<file path="config.mk">
export PLATFORM = sky130hd
export DESIGN_NAME = skv_cell
export DESIGN_NICKNAME = d
export VERILOG_FILES = /design/src/sv/skv_pkg.sv /design/src/sv/skv_cell.sv
export SDC_FILE = /design/constraint.sdc
export NUM_CORES = 1
export LEC_CHECK = 0
export BUFFER_PORTS_ARGS = -buffer_cell sky130_fd_sc_hd__buf_2
export CELL_PAD_IN_SITES_DETAIL_PLACEMENT = 0
export CELL_PAD_IN_SITES_GLOBAL_PLACEMENT = 2
export CORE_MARGIN = 1
export CORE_UTILIZATION = 21
export CTS_CLUSTER_DIAMETER = 120
export DETAILED_ROUTE_END_ITERATION = 6
export PLACE_DENSITY_LB_ADDON = 0.05
export SYNTH_ARGS = -nofsm -noshare
export SYNTH_HDL_FRONTEND = slang
export SYNTH_SLANG_ARGS = --single-unit
</file>
<file path="constraint.sdc">
create_clock -name clk -period 5.3 [get_ports clk]
set_input_delay 1.06 -clock clk [delete_from_list [all_inputs] [get_ports clk]]
set_output_delay 1.06 -clock clk [all_outputs]
set_load 0.01 [all_outputs]
</file>
<file path="src/sv/skv_pkg.sv">
package skv_pkg;

  // Default sizes of the table.
  localparam int CAPACITY_DEF    = 64;
  localparam int KEY_WIDTH_DEF   = 32;
  localparam int VALUE_WIDTH_DEF = 32;

  // Fixed field widths on the ports.
  localparam int CMD_W   = 3;
  localparam int KEY_W   = 32;
  localparam int VALUE_W = 32;
  localparam int RANK_W  = 6;
  localparam int COUNT_W = 7;

  // Stream payload widths, padded to whole bytes.
  localparam int S_TDATA_W = 72;
  localparam int M_TDATA_W = 80;

  typedef logic [CMD_W-1:0] cmd_t;

  // Command codes.
  localparam cmd_t CMD_INSERT    = 3'd0;
  localparam cmd_t CMD_UPDATE    = 3'd1;
  localparam cmd_t CMD_UPSERT    = 3'd2;
  localparam cmd_t CMD_ERASE     = 3'd3;
  localparam cmd_t CMD_LOOKUP    = 3'd4;
  localparam cmd_t CMD_READ_RANK = 3'd5;

  // Broadcast from the control to every cell in the apply cycle.
  typedef struct packed {
    logic ins;   // open a slot at the insert position, shift the tail up
    logic era;   // close the slot at the match position, shift the tail down
    logic upd;   // overwrite the value at the match position
  } cell_op_t;

  // Compare results each cell registers when an item is accepted.
  typedef struct packed {
    logic lt;      // holds a pair whose key is below the item's key
    logic at_pos;  // first cell that is not below the item's key
    logic match;   // at_pos and holds the item's key
    logic hit;     // holds a pair and its index equals the requested rank
  } cell_flags_t;

endpackage

</file>
<file path="src/sv/skv_cell.sv">
module skv_cell
  import skv_pkg::*;
#(
  parameter int INDEX       = 0,
  parameter int KEY_WIDTH   = KEY_WIDTH_DEF,
  parameter int VALUE_WIDTH = VALUE_WIDTH_DEF
) (
  input  logic                   clk,
  input  logic                   rst,
  input  logic                   capture,
  input  logic [KEY_WIDTH-1:0]   cmp_key,
  input  logic [RANK_W-1:0]      rank,
  input  cell_op_t               op,
  input  logic [KEY_WIDTH-1:0]   new_key,
  input  logic [VALUE_WIDTH-1:0] new_value,
  input  logic                   prev_lt,
  input  logic [KEY_WIDTH-1:0]   prev_key,
  input  logic [VALUE_WIDTH-1:0] prev_value,
  input  logic                   prev_valid,
  input  logic [KEY_WIDTH-1:0]   next_key,
  input  logic [VALUE_WIDTH-1:0] next_value,
  input  logic                   next_valid,
  output logic                   lt_now,
  output logic [KEY_WIDTH-1:0]   key,
  output logic [VALUE_WIDTH-1:0] value,
  output logic                   valid,
  output cell_flags_t            flags
);

  logic eq_now;
  logic at_pos_now;
  logic hit_now;

  // Compare the held key against the incoming item's key.
  assign lt_now     = valid && (key < cmp_key);
  assign eq_now     = valid && (key == cmp_key);
  assign at_pos_now = !lt_now && prev_lt;
  assign hit_now    = valid && (INDEX == int'(rank));

  // Compare results are held for the apply cycle.
  always_ff @(posedge clk) begin
    if (rst) begin
      flags <= '0;
    end else if (capture) begin
      flags.lt     <= lt_now;
      flags.at_pos <= at_pos_now;
      flags.match  <= at_pos_now && eq_now;
      flags.hit    <= hit_now;
    end
  end

  // Occupancy moves along the row with the pairs.
  always_ff @(posedge clk) begin
    if (rst) begin
      valid <= 1'b0;
    end else if (op.ins && flags.at_pos) begin
      valid <= 1'b1;
    end else if (op.ins && !flags.lt) begin
      valid <= prev_valid;
    end else if (op.era && !flags.lt) begin
      valid <= next_valid;
    end
  end

  // Pair payload: take the new pair, a neighbor's pair, or a new value.
  always_ff @(posedge clk) begin
    if (op.ins && flags.at_pos) begin
      key   <= new_key;
      value <= new_value;
    end else if (op.ins && !flags.lt) begin
      key   <= prev_key;
      value <= prev_value;
    end else if (op.era && !flags.lt) begin
      key   <= next_key;
      value <= next_value;
    end else if (op.upd && flags.at_pos) begin
      value <= new_value;
    end
  end

endmodule
</file>
* Word-level counts from Yosys, hierarchy flattened *
Index checks and enable logic that the tools add are counted.

word-level totals
  input port bits = 239
  register bits = 69
  word-level logic and storage cells = 33

operators by class
  reductions and logical operators = 14
  magnitude comparators = 1
  eq/ne operators = 1
  multiplexer cells = 10

operators by type and width
  cell               number
  $mux 32            7
  $eq 32x32->1       1
  $lt 32x32->1       1
  $logic_and 1x1->1  9
  $logic_not 6->1    1
  $reduce_bool 4->1  1
  $mux 1             3
  $reduce_bool 3->1  1
  $logic_not 1->1    2

* Depth between registers and ports, before layout *
Gate-level depths: netlist of run 1.

  word-level depth = 5
  gate-level depth with buffers = 8

* Least setup slack after synthesis of run 1 *
No wires, ideal clock.

  path kind = in2reg
  start = input op[2] in the netlist's numbering
  end = register value[0] (enable)
  path buffers = 0
  setup time = 388 ps
  slack = 648 ps
  arrival = 4264 ps
  stages on the path = 3
  cells stage by stage = nor2_1 o21ai_0 a21o_1

between the ends
  cells in the longest elaborated chain, start to end = 2

RTL lines
  what                                  RTL line                        text
  from (decl)                           skv_cell.sv:13                  input cell_op_t op,
  $logic_and 1x1->1 (on tied branches)  skv_cell.sv:67, skv_cell.sv:70
  $reduce_bool 4->1 (no line) *         -
  to (signal assigned)                  skv_cell.sv:69                  value <= new_value;
  to (signal assigned)                  skv_cell.sv:72                  value <= prev_value;
  to (signal assigned)                  skv_cell.sv:75                  value <= next_value;
  to (decl)                             skv_cell.sv:25                  output logic [VALUE_WIDTH-1:0] value,

Mark *: on every way between the ends. The rest lies on a longest branch, timed or not.
A chain may end at the register's enable or synchronous reset.

* Final worst setup path of run 1 *
  start = input cmp_key[27]
  end = output lt_now

between the ends
  cells in the longest elaborated chain, start to end = 2

RTL lines
  what               RTL line        text
  from (decl)        skv_cell.sv:11  input logic [KEY_WIDTH-1:0] cmp_key,
  $lt 32x32->1       skv_cell.sv:35  assign lt_now = valid && (key < cmp_key);
  $logic_and 1x1->1  skv_cell.sv:35
  to (decl)          skv_cell.sv:23  output logic lt_now,

No other way between the ends.

==> summary.md, run 1 <==
| Metric | Value |
|---|---|
| Status | `finished clean` |
| Routability cong. | `approximately 0.76` |
| Most frequent cells in the layout | `buf_2 (308), nand2_1 (73), nor2_1 (67)` |
| Largest net degree at the start of global routing | `98` |
| Sequential cell area | `between 2000 and 2500 um2` |
| Max Cap Viol | `0` |
| Buffers & Inverters on Critical Path | `3` |
| CTS clk-pin slew, worst paths | `roughly 0.060 ns` |
| Fin nets | `~1000` |
| FFs w/ async S/R, synth | `0%` |
| Setup Fix Bufs, Post-CTS | `0` |
| Port-buffer cells | `308` |
| DRT Pass-1 Iters | `4` |
| Vias per cell | `around 4.4` |
| CP Capture Type | `output pin` |
| H-tree lvl count | `3` |
| DIE HEIGHT | `143 um` |
| Unique masters post-synth | `33` |
| CTS Sinks | `69` |
| Crit path max-delay family | `simple AND/OR/NAND/NOR gates` |
| CTS tree | `yes` |
| CTS buffer count | `9` |
| # IOs | `slightly above 300` |
| Worst-Skew Late Latency | `~0.34 ns` |
| Hold_buf cts | `0` |
| Arrival @ worst endpoint | `between 2 and 3 ns` |
| Gr ovfl total | `0` |
| DRC | `0` |
| Critical-path cell list | `buf_2 -> inv_1 -> ha_1 -> nand4_1 -> nor4_1 -> o41a_1 -> nor3_1 -> buf_2` |
| Crit path required time | `between 4 and 5 ns` |
| Initial antenna violation count | `2` |
| LEAKAGE | `between 3 and 4 nW` |
| Power Dens Cells | `around 280 nW/um2` |
| FF+latch count, synth | `69` |
| Mapped Cells | `464` |
| Routed length per placed instance | `roughly 15 um` |
| Starting DRT DRC Count | `approximately 110` |
| RSZ-0062 raised after global routing | `false` |
| Final Hold Fails | `0` |
| Area growth, synth to finish | `50.2%` |
| Fin Hold WS | `between 0.4 and 0.5 ns` |
| Period utilization | `between 70% and 80%` |
| Hold Path Class | `reg -> reg` |
| Avg Cell Area, Syn | `about 9.0 um2` |
| Crit path kind | `in -> out` |
| Crit-path max FO | `3` |
| Fin. max-slew vios | `0` |
| CTS root buffer | `clkbuf_16` |
| Layout cells sized above 1 | `roughly 44%` |
| Final core occ | `between 30% and 40%` |
| Final Setup Violations | `0` |
| Multi-input combinational cell area | `between 1500 and 2000 um2` |
| Die width | `~140 um` |
| HPWL after DPL | `approximately 12000 um` |
| First-pass GRT wire length | `23400 um` |
| EDFF count, synth | `64` |
| Max Clock Freq | `approximately 260 MHz` |
| Min Tclk post-route | `about 3.9 ns` |
| Most common cell after layout, fill and taps aside | `buf_2` |
| Most used cell, CP | `buf_2` |
| Total GRT Usage | `between 10% and 20%` |
| Final Skew | `0.00599 ns` |
| Synth top area share | `46.3%` |
| CTS max path bufs | `2` |
| Synth Cell Area | `4160 um2` |
| Max VDD drop | `roughly 0.00015 V` |
| Worst slew margin | `between 20% and 30%` |
| Resize count post-CTS | `0` |
| Main synth FF type | `edfxtp_1` |
| Die area | `slightly above 20000 um2` |
| Worst-margin pin slew | `1.06 ns` |
| Vias in the first global route | `between 4000 and 5000` |
| Starting Density | `between 20% and 30%` |
| Crit path max-delay cell type | `nor4_1` |
| Synth warn | `0` |
| Cell taking the most area after synthesis | `edfxtp_1` |
| DRT antenna net count | `0` |
| Fillers | `2119` |
| Register area share after synthesis | `around half` |
| Core Box Area | `~19000 um2` |
| CP max stage delay | `between 0.6 and 0.7 ns` |
| Final TNS setup | `0 ns` |
| Critical path launch point type | `primary input` |
| Top post-synthesis cells by area | `edfxtp_1 (46%), ha_1 (9.6%), nand2_1 (6.7%)` |
| Total number of vias | `4489` |
| Final wirelength | `roughly 16000 um` |
| Row cnt | `51` |
| Post-synth net total | `between 700 and 800` |
-- worst min-delay path: stages (launching register included) --
cell      delay, ns
dfxtp_1        0.30
nand2b_1       0.06
a21oi_1        0.05
-- final cells by class --
class,instances,area share [%]
inverter,33,1.98
multi-input combinational,334,30.9
tap,265,5.31
antenna,1,0.0401
clock buffer,10,3.67
sequential,69,32.4
clock inverter,6,0.481
timing repair buffer,312,25.2
-- per-stage QoR --
stage	setup WS, ns	instances	area, um2	total power [mW]
after floorplan	0.648	464	4160	0.965
after global placement	1.39	1013	5980	1.20
after detailed placement	1.32	1013	5980	1.20
after CTS	1.31	1029	6240	1.76
after global routing	1.26	1030	6240	1.84
final	1.41	1030	6240	1.72
-- registers in the layout, indices dropped and copies added, names as in the netlist --
name,count
key,32
value,32
flags,4
valid,1
-- cell families (layout without fill, tap and decap cells) --
family / Yosys count / count (layout) / share of synthesized area, %
AOI/OAI and AO/OA: 131 / 131 / 18.5
adders and majority gates: 32 / 32 / 9.64
buffers and inverters: 61 / 361 / 5.63
DFF: 69 / 69 / 48.7
other: 0 / 1 / 0
and+or+nand+nor: 171 / 171 / 17.5
-- layer usage --
layer	up-vias	part of all wire, %	wire length (um)	track usage (%)
li1	2269	-	-	-
met1	2013	41	6360	17.8
met2	188	49	7770	26.5
met5	-	0.051	8	0
met3	17	8.6	1350	5.47
met4	2	1.4	222	4.98
-- Yosys cell counts (all sizes together), types with 3 or more instances --
master / number
nand2: 74
nor2: 67
edfxtp: 64
a21oi: 48
inv: 33
a31oi: 32
ha: 32
o22ai: 32
clkbuf: 19
buf: 9
nand4: 9
o21ai: 8
nand2b: 6
dfxtp: 5
nor2b: 4
nor3: 4
nor4: 3
-- worst paths after layout --
check,from,end,slack [ns],cells past startpoint
hold / removal,flags[0],flags[0],0.46,2
setup / recovery,cmp_key[27],lt_now,1.41,8
hold reg to reg,flags[0],flags[0],0.46,2
setup reg to reg,flags[2],value[26],2.88,4
-- power by group --
part,total (mW),switching (mW),leakage [nW],internal [mW]
Combinational,0.453,0.251,2.23,0.201
Clock,0.547,0.236,0.127,0.311
Sequential,0.724,0.0320,0.691,0.692
Total,1.72,0.520,3.05,1.20
Note: power is estimated with default switching activity, not from simulation.
==> inputs of run 2 (changes only) <==
clock period = 4.1 ns   (was 5.3 ns; I/O delays follow)
==> run 2 against run 1 <==
Die area unchanged; largest power group unchanged; hold slack better by 0.0078 ns; setup slack lost 0.74 ns; combinational power rose by 31%; utilization up 0.43 points; clock power grew 57%; power increased by 38%; final area grew 1.3%.
==> summary.md, run 2 (synthesis gave the netlist of run 1 again) <==
| Metric | Value |
|---|---|
| Vias per cell | `~4.3` |
| Max Clock Freq | `292 MHz` |
| Hold Path Class | `reg -> reg` |
| Most common cell after layout, fill and taps aside | `buf_2` |
| Period utilization | `between 80% and 90%` |
| First-pass GRT wire length | `about 24000 um` |
| Fillers | `roughly 2200` |
| Max VDD drop | `between 0.00015 and 0.0002 V` |
| WHS Endpoint | `flags[0]` |
| Most frequent cells in the layout | `buf_2 (308), nand2_1 (73), nor2_1 (67)` |
| Min-delay src | `flags[0]` |
| Routed length per placed instance | `15.6 um` |
| Gr ovfl total | `0` |
| Final Setup Violations | `0` |
| Status | `finished clean` |
| Final wirelength | `between 15000 and 20000 um` |
| Worst r2r dst | `flags[2]` |
| DIE HEIGHT | `~140 um` |
| Port-buffer cells | `between 300 and 400` |
| Routability cong. | `0.758` |
| CTS Sinks | `69` |
| LEAKAGE | `3.09 nW` |
| Worst Slack Setup Final | `approximately 0.67 ns` |
| CTS buffer count | `9` |
| Sequential cell area | `~2000 um2` |
| Worst slew margin | `between 30% and 40%` |
| Hold_buf cts | `0` |
| Met1 Wirelength | `between 6000 and 7000 um` |
| Top Registers | `key (32), value (32), flags (4)` |
| # IOs | `roughly 310` |
| DRT antenna net count | `0` |
| FF-to-FF path depth | `6` |
| Critical path launch point type | `primary input` |
| Worst-Skew Late Latency | `0.34 ns` |
| Final Cell Area | `between 6000 and 7000 um2` |
| Max Cap Viol | `0` |
| HPWL after DPL | `12600 um` |
| Vias in the first global route | `~4300` |
| Top sig layer | `met4` |
| CTS clk-pin slew, worst paths | `approximately 0.06 ns` |
| RSZ-0062 raised after global routing | `false` |
| CTS root buffer | `clkbuf_16` |
| Hold path cells | `2` |
| Place WS | `roughly 0.62 ns` |
| CTS tree | `yes` |
| Largest net degree at the start of global routing | `51` |
| H-tree lvl count | `3` |
| Met2 wire len | `between 7000 and 8000 um` |
| Die width | `approximately 140 um` |
| Fin. max-slew vios | `0` |
| Total number of vias | `4470` |
| Initial antenna violation count | `4` |
| Crit-path max FO | `3` |
| Crit path required time | `3.28 ns` |
| Power Dens Cells | `around 380 nW/um2` |
| Worst R2R Setup Slack | `1.93 ns` |
| Fin nets | `~1000` |
| DRC | `0` |
| Row cnt | `about 50` |
| RR Startpoint | `key[27]` |
| Total GRT Usage | `15.7%` |
| Worst-margin pin slew | `0.945 ns` |
| Crit path kind | `in -> out` |
| Met3 wire len | `roughly 1500 um` |
| Arrival @ worst endpoint | `2.61 ns` |
| Area growth, synth to finish | `52.2%` |
| Final core occ | `32.6%` |
| Final TNS setup | `0 ns` |
| Final Skew | `~0.0067 ns` |
| DRT Pass-1 Iters | `4` |
| Placed instance area | `~6000 um2` |
| Starting Density | `21.4%` |
| Min Tclk post-route | `around 3.4 ns` |
| Setup Fix Bufs, Post-CTS | `0` |
| CP Capture Type | `output pin` |
| Die area | `~20000 um2` |
| Resize count post-CTS | `0` |
| Multi-input combinational cell area | `~1900 um2` |
| Layout cells sized above 1 | `approximately 44%` |
| Final Hold Fails | `0` |
| CTS max path bufs | `2` |
| Starting DRT DRC Count | `126` |
| Core Box Area | `between 15000 and 20000 um2` |
==> run 2: cell type report <==
class | count | share of cell area (%)
diodes | 3 | 0.119
clock buffers | 9 | 3.56
clock inverters | 7 | 1.54
inverters | 33 | 1.96
multi-input cells | 334 | 30.5
flip-flops and latches | 69 | 32.0
well taps | 265 | 5.24
repair buffers | 314 | 25.1
==> run 2: metal layers <==
metal / track usage [%] / vias up
li1: - / 2279
met1: 18.4 / 1972
met2: 26.7 / 205
met3: 5.13 / 14
met4: 5.43 / 0
met5: 0 / -
==> run 2: worst max path at each step <==
stage / from / end / depth (start not counted)
2_1_floorplan: op[2] / value[0] / 3
3_3_place_gp: cmp_key[27] / lt_now / 8
3_5_place_dp: cmp_key[27] / lt_now / 8
4_1_cts: cmp_key[27] / lt_now / 8
5_1_grt: cmp_key[27] / lt_now / 8
6_report: cmp_key[27] / lt_now / 8
==> run 2: critical path, stage by stage <==
cell and delay [ns]:
buf_2 0.08, inv_1 0.04, ha_1 0.31, nand4_1 0.16, nor4_1 0.63, o41a_1 0.31
nor3_1 0.08, buf_2 0.18
==> run 2: power breakdown <==
group          internal, mW  switching (mW)
combinational         0.261           0.331
clock                 0.536           0.324
sequential            0.894          0.0405
==> run 2: per-stage QoR <==
step                      std cells  power (mW)  hold WS, ns
after floorplan                 464        1.25        0.483
after global placement         1015        1.56        0.456
after detailed placement       1015        1.56        0.465
after CTS                      1031        2.44        0.473
after global routing           1032        2.53        0.518
final                          1034        2.39        0.472
